File: config.mk
export PLATFORM = sky130hd
export DESIGN_NAME = lcd_chunked_window_sequencer
export DESIGN_NICKNAME = d
export VERILOG_FILES = /design/src/rtl/core/lcwseq_pkg.sv /design/src/rtl/core/lcd_chunked_window_sequencer.sv /design/src/rtl/core/lcwseq_front.sv /design/src/rtl/core/lcwseq_queue.sv /design/src/rtl/core/lcwseq_back.sv
export SDC_FILE = /design/constraint.sdc
export NUM_CORES = 1
export LEC_CHECK = 0
export BUFFER_PORTS_ARGS = -buffer_cell sky130_fd_sc_hd__buf_2
export CORE_ASPECT_RATIO = 1.4
export CORE_UTILIZATION = 52
export DETAILED_ROUTE_END_ITERATION = 10
export PLACE_DENSITY = 0.69
export SLEW_MARGIN = 20
export SYNTH_ARGS = -nofsm -noshare
export SYNTH_HDL_FRONTEND = slang
export SYNTH_SLANG_ARGS = --single-unit
File: constraint.sdc
create_clock -name clk -period 17.5 [get_ports clk]
set_input_delay 3.5 -clock clk [delete_from_list [all_inputs] [get_ports clk]]
set_output_delay 3.5 -clock clk [all_outputs]
set_load 0.005 [all_outputs]
File: src/rtl/core/lcwseq_pkg.sv
`timescale 1ns / 1ps
// Shared types and constants of the banded display window sequencer.
// No dependencies; the RTL modules use it by scoped names, the bench imports it.
package lcwseq_pkg;

  localparam int unsigned CFG_IDX_W  = 3;
  localparam int unsigned CFG_DATA_W = 32;

  typedef enum logic [CFG_IDX_W-1:0] {
    REG_RECT_LEFT    = 3'd0,
    REG_RECT_TOP     = 3'd1,
    REG_RECT_WIDTH   = 3'd2,
    REG_RECT_HEIGHT  = 3'd3,
    REG_BAND_ROWS    = 3'd4,
    REG_PANEL_OFFSET = 3'd5,
    REG_PIXEL_BASE   = 3'd6
  } cfg_reg_t;

  localparam logic [1:0] KIND_BYTE   = 2'd0;
  localparam logic [1:0] KIND_DESC   = 2'd1;
  localparam logic [1:0] KIND_STATUS = 2'd2;

  localparam logic [21:0] BYTES_MAX = 22'h3FFFFF;

  typedef struct packed {
    logic [9:0]  left;
    logic [9:0]  top;
    logic [10:0] width;
    logic [10:0] height;
    logic [10:0] band;
    logic [7:0]  offset;
    logic [31:0] base;
  } cfg_t;

  typedef struct packed {
    logic        is_band;
    logic        more;
    logic [15:0] x0;
    logic [15:0] x1;
    logic [15:0] y0;
    logic [15:0] y1;
    logic [10:0] rows;
    logic [10:0] rows_base;
  } front_item_t;

  typedef struct packed {
    logic        is_band;
    logic        more;
    logic [15:0] x0;
    logic [15:0] x1;
    logic [15:0] y0;
    logic [15:0] y1;
    logic [21:0] len_prod;
    logic [21:0] addr_prod;
  } q_entry_t;

  localparam int unsigned Q_DEPTH = 2;
  localparam int unsigned Q_PTR_W = (Q_DEPTH > 1) ? $clog2(Q_DEPTH) : 1;
  localparam int unsigned Q_CNT_W = $clog2(Q_DEPTH + 1);

  typedef enum logic {
    BACK_IDLE,
    BACK_RUN
  } back_state_t;

endpackage

File: src/rtl/core/lcd_chunked_window_sequencer.sv
`timescale 1ns / 1ps
// Top level of the banded display window sequencer: configuration registers,
// front part, queue and back part. Uses lcwseq_pkg and the lcwseq_* modules.
//
// A start request (mode 0) arms the block, clears the row count and gives no
// result. A continue request gives either one status result or a band: eleven
// window bytes (CASET, RASET, RAMWR with parameters) and one transfer descriptor.
// The back sequencer issues one result per cycle while out_ready does not stall
// it. A request is accepted every cycle while the front stage is empty or the
// two-entry queue has room; the first result of a request passes through the
// front stage register, the queue, the back working registers and the output
// register. Configuration registers are read live and should be written only
// while no request is in flight.
module lcd_chunked_window_sequencer (
  input  logic                              clk,
  input  logic                              rst_n,
  input  logic                              in_valid,
  output logic                              in_ready,
  input  logic                              in_mode,
  input  logic                              in_transfer_busy,
  output logic                              out_valid,
  input  logic                              out_ready,
  output logic [1:0]                        out_kind,
  output logic [7:0]                        out_spi_byte,
  output logic                              out_is_data,
  output logic [31:0]                       out_transfer_address,
  output logic [21:0]                       out_transfer_bytes,
  output logic                              out_more_pending,
  output logic                              out_last,
  input  logic                              cfg_we,
  input  logic [lcwseq_pkg::CFG_IDX_W-1:0]  cfg_index,
  input  logic [lcwseq_pkg::CFG_DATA_W-1:0] cfg_data
);

  lcwseq_pkg::cfg_t     cfg_r, cfg_nxt;
  logic                 push_valid;
  logic                 push_ready;
  lcwseq_pkg::q_entry_t push_entry;
  logic                 pop_valid;
  logic                 pop_ready;
  lcwseq_pkg::q_entry_t pop_entry;

  always_comb begin
    cfg_nxt = cfg_r;
    if (cfg_we) begin
      case (cfg_index)
        lcwseq_pkg::REG_RECT_LEFT:    cfg_nxt.left   = cfg_data[9:0];
        lcwseq_pkg::REG_RECT_TOP:     cfg_nxt.top    = cfg_data[9:0];
        lcwseq_pkg::REG_RECT_WIDTH:   cfg_nxt.width  = cfg_data[10:0];
        lcwseq_pkg::REG_RECT_HEIGHT:  cfg_nxt.height = cfg_data[10:0];
        lcwseq_pkg::REG_BAND_ROWS:    cfg_nxt.band   = cfg_data[10:0];
        lcwseq_pkg::REG_PANEL_OFFSET: cfg_nxt.offset = cfg_data[7:0];
        lcwseq_pkg::REG_PIXEL_BASE:   cfg_nxt.base   = cfg_data[31:0];
        default:                      cfg_nxt        = cfg_r;
      endcase
    end
  end

  always_ff @(posedge clk) begin
    if (!rst_n) begin
      cfg_r.left   <= 10'd0;
      cfg_r.top    <= 10'd0;
      cfg_r.width  <= 11'd1;
      cfg_r.height <= 11'd0;
      cfg_r.band   <= 11'd1;
      cfg_r.offset <= 8'd0;
      cfg_r.base   <= 32'd0;
    end else begin
      cfg_r <= cfg_nxt;
    end
  end

  lcwseq_front u_front (
    .clk              (clk),
    .rst_n            (rst_n),
    .in_valid         (in_valid),
    .in_ready         (in_ready),
    .in_mode          (in_mode),
    .in_transfer_busy (in_transfer_busy),
    .cfg              (cfg_r),
    .push_valid       (push_valid),
    .push_ready       (push_ready),
    .push_entry       (push_entry)
  );

  lcwseq_queue u_queue (
    .clk        (clk),
    .rst_n      (rst_n),
    .push_valid (push_valid),
    .push_ready (push_ready),
    .push_entry (push_entry),
    .pop_valid  (pop_valid),
    .pop_ready  (pop_ready),
    .pop_entry  (pop_entry)
  );

  lcwseq_back u_back (
    .clk                  (clk),
    .rst_n                (rst_n),
    .cfg                  (cfg_r),
    .pop_valid            (pop_valid),
    .pop_ready            (pop_ready),
    .pop_entry            (pop_entry),
    .out_valid            (out_valid),
    .out_ready            (out_ready),
    .out_kind             (out_kind),
    .out_spi_byte         (out_spi_byte),
    .out_is_data          (out_is_data),
    .out_transfer_address (out_transfer_address),
    .out_transfer_bytes   (out_transfer_bytes),
    .out_more_pending     (out_more_pending),
    .out_last             (out_last)
  );

endmodule

File: src/rtl/core/lcwseq_front.sv
`timescale 1ns / 1ps
// Front part: accepts requests, keeps the armed flag and row count, classifies
// each continue request and forms the queue entry. Uses lcwseq_pkg.
module lcwseq_front (
  input  logic                  clk,
  input  logic                  rst_n,
  input  logic                  in_valid,
  output logic                  in_ready,
  input  logic                  in_mode,
  input  logic                  in_transfer_busy,
  input  lcwseq_pkg::cfg_t      cfg,
  output logic                  push_valid,
  input  logic                  push_ready,
  output lcwseq_pkg::q_entry_t  push_entry
);

  logic                    armed_r, armed_nxt;
  logic [10:0]             rows_done_r, rows_done_nxt;
  logic                    s1_valid_r, s1_valid_nxt;
  lcwseq_pkg::front_item_t s1_r, s1_nxt;

  logic        accept;
  logic [10:0] remaining;
  logic [10:0] limit;
  logic [10:0] rows;
  logic [10:0] rows_sum;
  logic [15:0] y0;

  assign in_ready = !s1_valid_r || push_ready;
  assign accept   = in_valid && in_ready;

  assign remaining = cfg.height - rows_done_r;
  assign limit     = (cfg.band == 11'd0) ? 11'd1 : cfg.band;
  assign rows      = (remaining < limit) ? remaining : limit;
  assign rows_sum  = rows_done_r + rows;
  assign y0        = 16'(cfg.top) + 16'(rows_done_r) + 16'(cfg.offset);

  always_comb begin
    armed_nxt     = armed_r;
    rows_done_nxt = rows_done_r;
    s1_valid_nxt  = s1_valid_r && !push_ready;
    s1_nxt        = s1_r;
    if (accept) begin
      if (!in_mode) begin
        armed_nxt     = 1'b1;
        rows_done_nxt = 11'd0;
      end else begin
        s1_valid_nxt     = 1'b1;
        s1_nxt.is_band   = 1'b0;
        s1_nxt.more      = 1'b0;
        s1_nxt.x0        = 16'(cfg.left);
        s1_nxt.x1        = 16'(cfg.left) + 16'(cfg.width) - 16'd1;
        s1_nxt.y0        = y0;
        s1_nxt.y1        = y0 + 16'(rows) - 16'd1;
        s1_nxt.rows      = rows;
        s1_nxt.rows_base = rows_done_r;
        if (!armed_r) begin
          s1_nxt.more = 1'b0;
        end else if (in_transfer_busy) begin
          s1_nxt.more = 1'b1;
        end else if (rows_done_r >= cfg.height) begin
          armed_nxt   = 1'b0;
          s1_nxt.more = 1'b0;
        end else begin
          s1_nxt.is_band = 1'b1;
          s1_nxt.more    = (rows_sum < cfg.height);
          rows_done_nxt  = rows_sum;
        end
      end
    end
  end

  always_ff @(posedge clk) begin
    if (!rst_n) begin
      armed_r     <= 1'b0;
      rows_done_r <= 11'd0;
      s1_valid_r  <= 1'b0;
    end else begin
      armed_r     <= armed_nxt;
      rows_done_r <= rows_done_nxt;
      s1_valid_r  <= s1_valid_nxt;
    end
  end

  always_ff @(posedge clk) begin
    s1_r <= s1_nxt;
  end

  assign push_valid           = s1_valid_r;
  assign push_entry.is_band   = s1_r.is_band;
  assign push_entry.more      = s1_r.more;
  assign push_entry.x0        = s1_r.x0;
  assign push_entry.x1        = s1_r.x1;
  assign push_entry.y0        = s1_r.y0;
  assign push_entry.y1        = s1_r.y1;
  assign push_entry.len_prod  = 22'(s1_r.rows) * 22'(cfg.width);
  assign push_entry.addr_prod = 22'(s1_r.rows_base) * 22'(cfg.width);

endmodule

File: src/rtl/core/lcwseq_queue.sv
`timescale 1ns / 1ps
// Short queue between the front and back parts of the sequencer.
// Depth and entry type come from lcwseq_pkg.
module lcwseq_queue (
  input  logic                  clk,
  input  logic                  rst_n,
  input  logic                  push_valid,
  output logic                  push_ready,
  input  lcwseq_pkg::q_entry_t  push_entry,
  output logic                  pop_valid,
  input  logic                  pop_ready,
  output lcwseq_pkg::q_entry_t  pop_entry
);

  lcwseq_pkg::q_entry_t mem_r [lcwseq_pkg::Q_DEPTH];

  logic [lcwseq_pkg::Q_PTR_W-1:0] wr_ptr_r, wr_ptr_nxt;
  logic [lcwseq_pkg::Q_PTR_W-1:0] rd_ptr_r, rd_ptr_nxt;
  logic [lcwseq_pkg::Q_CNT_W-1:0] count_r, count_nxt;
  logic                           do_push;
  logic                           do_pop;

  localparam logic [lcwseq_pkg::Q_PTR_W-1:0] PTR_LAST =
    lcwseq_pkg::Q_PTR_W'(lcwseq_pkg::Q_DEPTH - 1);
  localparam logic [lcwseq_pkg::Q_CNT_W-1:0] CNT_FULL =
    lcwseq_pkg::Q_CNT_W'(lcwseq_pkg::Q_DEPTH);

  assign push_ready = (count_r != CNT_FULL);
  assign pop_valid  = (count_r != '0);
  assign do_push    = push_valid && push_ready;
  assign do_pop     = pop_valid && pop_ready;
  assign pop_entry  = mem_r[rd_ptr_r];

  always_comb begin
    wr_ptr_nxt = wr_ptr_r;
    rd_ptr_nxt = rd_ptr_r;
    count_nxt  = count_r;
    if (do_push) begin
      wr_ptr_nxt = (wr_ptr_r == PTR_LAST) ? '0 : wr_ptr_r + 1'b1;
    end
    if (do_pop) begin
      rd_ptr_nxt = (rd_ptr_r == PTR_LAST) ? '0 : rd_ptr_r + 1'b1;
    end
    if (do_push && !do_pop) begin
      count_nxt = count_r + 1'b1;
    end else if (do_pop && !do_push) begin
      count_nxt = count_r - 1'b1;
    end
  end

  always_ff @(posedge clk) begin
    if (!rst_n) begin
      wr_ptr_r <= '0;
      rd_ptr_r <= '0;
      count_r  <= '0;
    end else begin
      wr_ptr_r <= wr_ptr_nxt;
      rd_ptr_r <= rd_ptr_nxt;
      count_r  <= count_nxt;
    end
  end

  always_ff @(posedge clk) begin
    if (do_push) begin
      mem_r[wr_ptr_r] <= push_entry;
    end
  end

endmodule

File: src/rtl/core/lcwseq_back.sv
`timescale 1ns / 1ps
// Back part: takes queue entries and plays out a status result, or the window
// bytes and the transfer descriptor, one result per cycle through an output
// register while out_ready does not stall it. Uses lcwseq_pkg.
module lcwseq_back (
  input  logic                  clk,
  input  logic                  rst_n,
  input  lcwseq_pkg::cfg_t      cfg,
  input  logic                  pop_valid,
  output logic                  pop_ready,
  input  lcwseq_pkg::q_entry_t  pop_entry,
  output logic                  out_valid,
  input  logic                  out_ready,
  output logic [1:0]            out_kind,
  output logic [7:0]            out_spi_byte,
  output logic                  out_is_data,
  output logic [31:0]           out_transfer_address,
  output logic [21:0]           out_transfer_bytes,
  output logic                  out_more_pending,
  output logic                  out_last
);

  localparam logic [3:0] STEP_CASET = 4'd0;
  localparam logic [3:0] STEP_X0_HI = 4'd1;
  localparam logic [3:0] STEP_X0_LO = 4'd2;
  localparam logic [3:0] STEP_X1_HI = 4'd3;
  localparam logic [3:0] STEP_X1_LO = 4'd4;
  localparam logic [3:0] STEP_RASET = 4'd5;
  localparam logic [3:0] STEP_Y0_HI = 4'd6;
  localparam logic [3:0] STEP_Y0_LO = 4'd7;
  localparam logic [3:0] STEP_Y1_HI = 4'd8;
  localparam logic [3:0] STEP_Y1_LO = 4'd9;
  localparam logic [3:0] STEP_RAMWR = 4'd10;
  localparam logic [3:0] STEP_DESC  = 4'd11;

  localparam logic [7:0] CMD_CASET = 8'h2A;
  localparam logic [7:0] CMD_RASET = 8'h2B;
  localparam logic [7:0] CMD_RAMWR = 8'h2C;

  lcwseq_pkg::back_state_t state_r, state_nxt;

  logic [3:0]  step_r, step_nxt;
  logic        is_band_r, is_band_nxt;
  logic        more_r, more_nxt;
  logic [15:0] x0_r, x0_nxt, x1_r, x1_nxt, y0_r, y0_nxt, y1_r, y1_nxt;
  logic [31:0] addr_r, addr_nxt;
  logic [21:0] len_r, len_nxt;

  logic        out_valid_r, out_valid_nxt;
  logic [1:0]  out_kind_r, out_kind_nxt;
  logic [7:0]  out_byte_r, out_byte_nxt;
  logic        out_dc_r, out_dc_nxt;
  logic [31:0] out_addr_r, out_addr_nxt;
  logic [21:0] out_len_r, out_len_nxt;
  logic        out_more_r, out_more_nxt;
  logic        out_last_r, out_last_nxt;

  logic adv;
  logic last_step;
  logic do_pop;

  logic [1:0]  res_kind;
  logic [7:0]  res_byte;
  logic        res_dc;
  logic [31:0] res_addr;
  logic [21:0] res_len;
  logic        res_more;
  logic        res_last;

  assign last_step = !is_band_r || (step_r == STEP_DESC);

  // next state
  always_comb begin
    state_nxt = state_r;
    case (state_r)
      lcwseq_pkg::BACK_IDLE: begin
        if (pop_valid) begin
          state_nxt = lcwseq_pkg::BACK_RUN;
        end
      end
      lcwseq_pkg::BACK_RUN: begin
        if (adv && last_step && !pop_valid) begin
          state_nxt = lcwseq_pkg::BACK_IDLE;
        end
      end
      default: state_nxt = lcwseq_pkg::BACK_IDLE;
    endcase
  end

  // state outputs
  always_comb begin
    adv       = 1'b0;
    pop_ready = 1'b0;
    case (state_r)
      lcwseq_pkg::BACK_IDLE: begin
        pop_ready = 1'b1;
      end
      lcwseq_pkg::BACK_RUN: begin
        adv       = !out_valid_r || out_ready;
        pop_ready = adv && last_step;
      end
      default: begin
        adv       = 1'b0;
        pop_ready = 1'b0;
      end
    endcase
  end

  assign do_pop = pop_valid && pop_ready;

  // result of the current step
  always_comb begin
    res_kind = lcwseq_pkg::KIND_BYTE;
    res_byte = 8'd0;
    res_dc   = 1'b1;
    res_addr = 32'd0;
    res_len  = 22'd0;
    res_more = 1'b0;
    res_last = 1'b0;
    if (!is_band_r) begin
      res_kind = lcwseq_pkg::KIND_STATUS;
      res_dc   = 1'b0;
      res_more = more_r;
      res_last = 1'b1;
    end else begin
      case (step_r)
        STEP_CASET: begin
          res_byte = CMD_CASET;
          res_dc   = 1'b0;
        end
        STEP_X0_HI: res_byte = x0_r[15:8];
        STEP_X0_LO: res_byte = x0_r[7:0];
        STEP_X1_HI: res_byte = x1_r[15:8];
        STEP_X1_LO: res_byte = x1_r[7:0];
        STEP_RASET: begin
          res_byte = CMD_RASET;
          res_dc   = 1'b0;
        end
        STEP_Y0_HI: res_byte = y0_r[15:8];
        STEP_Y0_LO: res_byte = y0_r[7:0];
        STEP_Y1_HI: res_byte = y1_r[15:8];
        STEP_Y1_LO: res_byte = y1_r[7:0];
        STEP_RAMWR: begin
          res_byte = CMD_RAMWR;
          res_dc   = 1'b0;
        end
        STEP_DESC: begin
          res_kind = lcwseq_pkg::KIND_DESC;
          res_addr = addr_r;
          res_len  = len_r;
          res_more = more_r;
          res_last = 1'b1;
        end
        default: begin
          res_byte = 8'd0;
        end
      endcase
    end
  end

  // working registers and output register
  always_comb begin
    step_nxt    = step_r;
    is_band_nxt = is_band_r;
    more_nxt    = more_r;
    x0_nxt      = x0_r;
    x1_nxt      = x1_r;
    y0_nxt      = y0_r;
    y1_nxt      = y1_r;
    addr_nxt    = addr_r;
    len_nxt     = len_r;
    if (do_pop) begin
      step_nxt    = STEP_CASET;
      is_band_nxt = pop_entry.is_band;
      more_nxt    = pop_entry.more;
      x0_nxt      = pop_entry.x0;
      x1_nxt      = pop_entry.x1;
      y0_nxt      = pop_entry.y0;
      y1_nxt      = pop_entry.y1;
      addr_nxt    = cfg.base + 32'({pop_entry.addr_prod, 1'b0});
      len_nxt     = pop_entry.len_prod[21] ? lcwseq_pkg::BYTES_MAX
                                           : {pop_entry.len_prod[20:0], 1'b0};
    end else if (adv) begin
      step_nxt = step_r + 4'd1;
    end

    out_valid_nxt = out_valid_r && !out_ready;
    out_kind_nxt  = out_kind_r;
    out_byte_nxt  = out_byte_r;
    out_dc_nxt    = out_dc_r;
    out_addr_nxt  = out_addr_r;
    out_len_nxt   = out_len_r;
    out_more_nxt  = out_more_r;
    out_last_nxt  = out_last_r;
    if (adv) begin
      out_valid_nxt = 1'b1;
      out_kind_nxt  = res_kind;
      out_byte_nxt  = res_byte;
      out_dc_nxt    = res_dc;
      out_addr_nxt  = res_addr;
      out_len_nxt   = res_len;
      out_more_nxt  = res_more;
      out_last_nxt  = res_last;
    end
  end

  always_ff @(posedge clk) begin
    if (!rst_n) begin
      state_r     <= lcwseq_pkg::BACK_IDLE;
      out_valid_r <= 1'b0;
    end else begin
      state_r     <= state_nxt;
      out_valid_r <= out_valid_nxt;
    end
  end

  always_ff @(posedge clk) begin
    step_r     <= step_nxt;
    is_band_r  <= is_band_nxt;
    more_r     <= more_nxt;
    x0_r       <= x0_nxt;
    x1_r       <= x1_nxt;
    y0_r       <= y0_nxt;
    y1_r       <= y1_nxt;
    addr_r     <= addr_nxt;
    len_r      <= len_nxt;
    out_kind_r <= out_kind_nxt;
    out_byte_r <= out_byte_nxt;
    out_dc_r   <= out_dc_nxt;
    out_addr_r <= out_addr_nxt;
    out_len_r  <= out_len_nxt;
    out_more_r <= out_more_nxt;
    out_last_r <= out_last_nxt;
  end

  assign out_valid            = out_valid_r;
  assign out_kind             = out_kind_r;
  assign out_spi_byte         = out_byte_r;
  assign out_is_data          = out_dc_r;
  assign out_transfer_address = out_addr_r;
  assign out_transfer_bytes   = out_len_r;
  assign out_more_pending     = out_more_r;
  assign out_last             = out_last_r;

endmodule

==> metrics.md <==
| Metric | Value |
|---|---|
| Status | `completed` |
| Family with the most delay on the worst path | `compound AO/OA/AOI/OAI gates` |
| Violation count after the first detailed-route iteration | `1,221` |
| Static leakage | `15.0 nW` |
| Placed Cells incl. Taps | `3,789` |
| CP startpoint kind | `flop` |
| Kind of path behind the tightest hold check | `reg2reg` |
| Via density | `5.46` |
| Worst Path Class, Setup | `reg2reg` |
| Global-route wire length before repair | `117,000 um` |
| Total congestion overflow | `0` |
| Fraction of power consumed by the clock network | `0.307` |
| DRT Wirelength | `74,000 um` |
| Number of top-level design ports | `111` |
| Clock tree from TritonCTS | `built` |
| Top_reg_cell synth | `sky130_fd_sc_hd__edfxtp_1` |
| Critical Path Sink Type | `flop` |
| Arr. time, crit path | `7.68 ns` |
| Combined global-route utilization of all metal layers | `0.230` |
| Total half-perimeter wirelength after legalization and detailed placement | `55,400 um` |
| Worst R2R Path Depth | `25` |
| Proportion of synthesized chip area in sequential cells | `0.482` |
| Sinks on the clock net | `576` |
| Internal power | `0.00271 W` |
| Maximum buffer depth of the clock tree | `3` |
| Total number of cells along the worst setup path | `25` |
| Floorplan die height | `302 um` |
| Post-CTS Setup Repair Bufs | `0` |
| Min Clock Period, post-route | `7.20 ns` |
| Count of endpoints failing setup in the final report | `0` |
| Area of the die | `0.0653 mm^2` |
| Period Utilization, post-route | `0.411` |
| Antenna violations before repair | `3` |
| Clock-pin slew of the registers on the worst-case setup and hold paths | `0.07 ns` |
| Synthesized area per cell | `11.4 um^2` |
| Worst-case clock skew | `0.0259 ns` |
| Slowest cell delay on critical path | `0.66 ns` |
| Highest clock frequency the design can meet | `0.139 GHz` |
| Cell at the slowest stage of the critical path | `sky130_fd_sc_hd__a2111oi_1` |
| Vias in the first global route | `22,015` |
| Power per Cell Area | `104 mW/mm^2` |
| Cell count of the worst hold path | `0` |
| Area share of xor/xnor cells in the synthesized design | `0.0327` |
| TNS Setup | `0 ns` |
| Final Hold Vio Count | `0` |
| Core area | `0.0634 mm^2` |
| Cell area after synthesis | `0.0334 mm^2` |
| Pin slew with the least headroom to its limit | `1.10 ns` |
| Port bufs | `110` |
| Post-CTS sizing | `0` |
| Maximum number of pins on one net before global-route repair | `88` |
| Dominant cells by area after synthesis | `sky130_fd_sc_hd__edfxtp_1 (41%), sky130_fd_sc_hd__fa_1 (10%), sky130_fd_sc_hd__ha_1 (9.1%), sky130_fd_sc_hd__dfxtp_1 (7.0%), sky130_fd_sc_hd__nand2_1 (4.3%)` |
| Most common library cells after synthesis | `sky130_fd_sc_hd__edfxtp_1 (459), sky130_fd_sc_hd__nand2_1 (382), sky130_fd_sc_hd__inv_1 (316), sky130_fd_sc_hd__ha_1 (242), sky130_fd_sc_hd__and2_1 (202)` |
| Multiplexer fraction of the synthesized cell area | `0.0357` |
| Unrepaired setup endpoints after global routing | `false` |
| Number of synthesized register bits | `576` |
| Relative slew slack | `0.264` |
| Final Slew Violations | `0` |
| Post-DR wirelength/cell | `19.0 um` |
| Switching share of power | `0.286` |
| Ys async rst share | `0` |
| Starting density of the core | `0.527` |
| Library cell with the highest instance count after synthesis | `sky130_fd_sc_hd__edfxtp_1` |
| Number of hold-repair buffers added at the cts stage | `0` |
| Placement row count | `109` |
| Combinational family with the most area after synthesis | `adder cells` |
| Number of enable flip-flop cells after synthesis | `459` |
| Root Buffer | `sky130_fd_sc_hd__clkbuf_16` |
| Post-Layout Cell Count | `3,889` |
| Worst-path fanout max | `19` |
| Portion of total power attributed to combinational logic | `0.203` |
| Fraction of synthesized cell area taken by the top area cell type | `0.412` |
| Gate count of the mapped netlist | `2,931` |
| Worst Path Buf+Inv | `2` |
| Cell taking the most area after synthesis | `sky130_fd_sc_hd__edfxtp_1` |
| Sequential group share of total power | `0.490` |
| Total vias in the final route | `21,223` |
| Adder-cell area share of the yosys netlist | `0.191` |
| Top cell by count, worst path | `sky130_fd_sc_hd__ha_1` |
| Unique cell type count in the Yosys netlist | `68` |
| Clock buffer count from CTS | `52` |
| Required time reported for the critical path endpoint | `17.98 ns` |
| Antenna Nets Post-Route | `0` |
| Die W | `216 um` |
| Share of final-layout standard cells stronger than drive strength 1 | `0.104` |
| P_sw | `0.00109 W` |
| Count of warnings emitted by yosys | `0` |
| MaxCap Viol Count | `0` |
| NumNets Final | `3,462` |
| Total DRC errors in the routed layout | `0` |
| Pre-antenna DRT Iters | `5` |
| Synth Area in Simple Gates | `0.125` |
| Area delta synth->final | `9.45%` |
| CTS H-tree lvls | `2` |
| Worst-Skew Late Latency | `0.62 ns` |
| Filler cell count in the final layout | `5,275` |
| Global placement routability congestion | `0.897` |
| Compound-gate portion of the synthesized area | `0.0861` |
| VDD IR-drop max | `0.0825 mV` |
==> power by group through the flow <==
stage,clock (W),sequential (W),combinational (W)
global placement,0,0.00189,0.000761
floorplan,0,0.00187,0.000549
global route,0.00123,0.00188,0.000855
CTS,0.00119,0.00186,0.000781
finish,0.00117,0.00186,0.000772
detailed placement,0,0.00189,0.000777
==> layout by cell type (no fill, tap or decap), types with 35 or more instances in the layout <==
cell,netlist,routed
sky130_fd_sc_hd__a21boi_0,104,104
sky130_fd_sc_hd__a21oi_1,88,88
sky130_fd_sc_hd__and2_1,202,201
sky130_fd_sc_hd__buf_2,0,110
sky130_fd_sc_hd__clkbuf_16,0,52
sky130_fd_sc_hd__dfxtp_1,117,116
sky130_fd_sc_hd__edfxtp_1,459,459
sky130_fd_sc_hd__fa_1,167,167
sky130_fd_sc_hd__ha_1,242,242
sky130_fd_sc_hd__inv_1,316,315
sky130_fd_sc_hd__mux2_2,81,81
sky130_fd_sc_hd__nand2_1,382,382
sky130_fd_sc_hd__nand3_1,38,38
sky130_fd_sc_hd__nor2_1,98,94
sky130_fd_sc_hd__nor3_1,35,35
sky130_fd_sc_hd__o21ai_0,60,60
sky130_fd_sc_hd__xnor2_1,85,85
sky130_fd_sc_hd__xor2_1,40,40
==> path summary, 6_finish.rpt <==
check | endpoint | start | slack (ns)
setup reg to reg | u_front.push_entry[108] | u_front.rows_done_r[0] | 10.30
hold reg to reg | u_queue.mem_r[0][76] | u_front.push_entry[76] | 0.42
hold / removal | u_queue.mem_r[0][76] | u_front.push_entry[76] | 0.42
setup / recovery | u_front.push_entry[108] | u_front.rows_done_r[0] | 10.30
==> cell type report <==
type / instances / area, um^2 / share of cell area
flip-flops and latches: 576 / 16100 / 0.441
multi-input cells: 1935 / 15800 / 0.431
clock buffers: 59 / 1350 / 0.0368
inverters: 316 / 1190 / 0.0324
well taps: 832 / 1040 / 0.0285
repair buffers: 130 / 701 / 0.0191
clock inverters: 39 / 407 / 0.0111
diodes: 2 / 5.00 / 0.000137
==> registers in the layout, summed over array words and instances (netlist names), 2 cells and up, named ones only <==
register                     count
u_queue.count_r                  2
u_back.y1_r                     16
u_front.push_entry              57
u_back.out_spi_byte              8
u_back.step_r                    4
u_back.addr_r                   32
u_queue.mem_r                  202
u_back.out_transfer_bytes       22
u_front.s1_r                    22
u_back.out_transfer_address     32
u_back.len_r                    22
u_back.x0_r                     10
u_back.out_kind                  2
u_back.x1_r                     16
u_back.y0_r                     13
cfg_r                           93
u_front.rows_done_r             11
==> per-stage QoR <==
stage | hold slack, ns | power (W) | setup slack, ns | cell area [um^2] | util
final | 0.421 | 0.00380 | 10.30 | 36600 | 0.577
after CTS | 0.425 | 0.00383 | 10.31 | 36600 | 0.577
after floorplan | 0.408 | 0.00242 | 7.72 | 33400 | -
after detailed placement | 0.421 | 0.00267 | 10.35 | 34800 | 0.549
after global placement | 0.412 | 0.00265 | 10.53 | 34800 | 0.549
after global routing | 0.430 | 0.00397 | 9.69 | 36600 | 0.577
==> layer usage <==
metal,up-vias,track usage,wire length (um)
li1,10183,-,-
met1,10452,0.268,29500
met2,440,0.428,38900
met3,148,0.0255,2650
met4,0,0.0959,2880
met5,-,0,0
==> cells by family (layout without fill, tap and decap cells) <==
| group | Yosys count | count (layout) |
|---|---|---|
| buffers and inverters | 421 | 544 |
| xor gates and xnor gates | 125 | 125 |
| muxes | 109 | 109 |
| and+or+nand+nor | 870 | 870 |
| AOI/OAI and AO/OA | 419 | 419 |
| adders and majority gates | 409 | 409 |
| other | 2 | 5 |
| DFF | 576 | 576 |
Power figures use the tool's default switching activity.
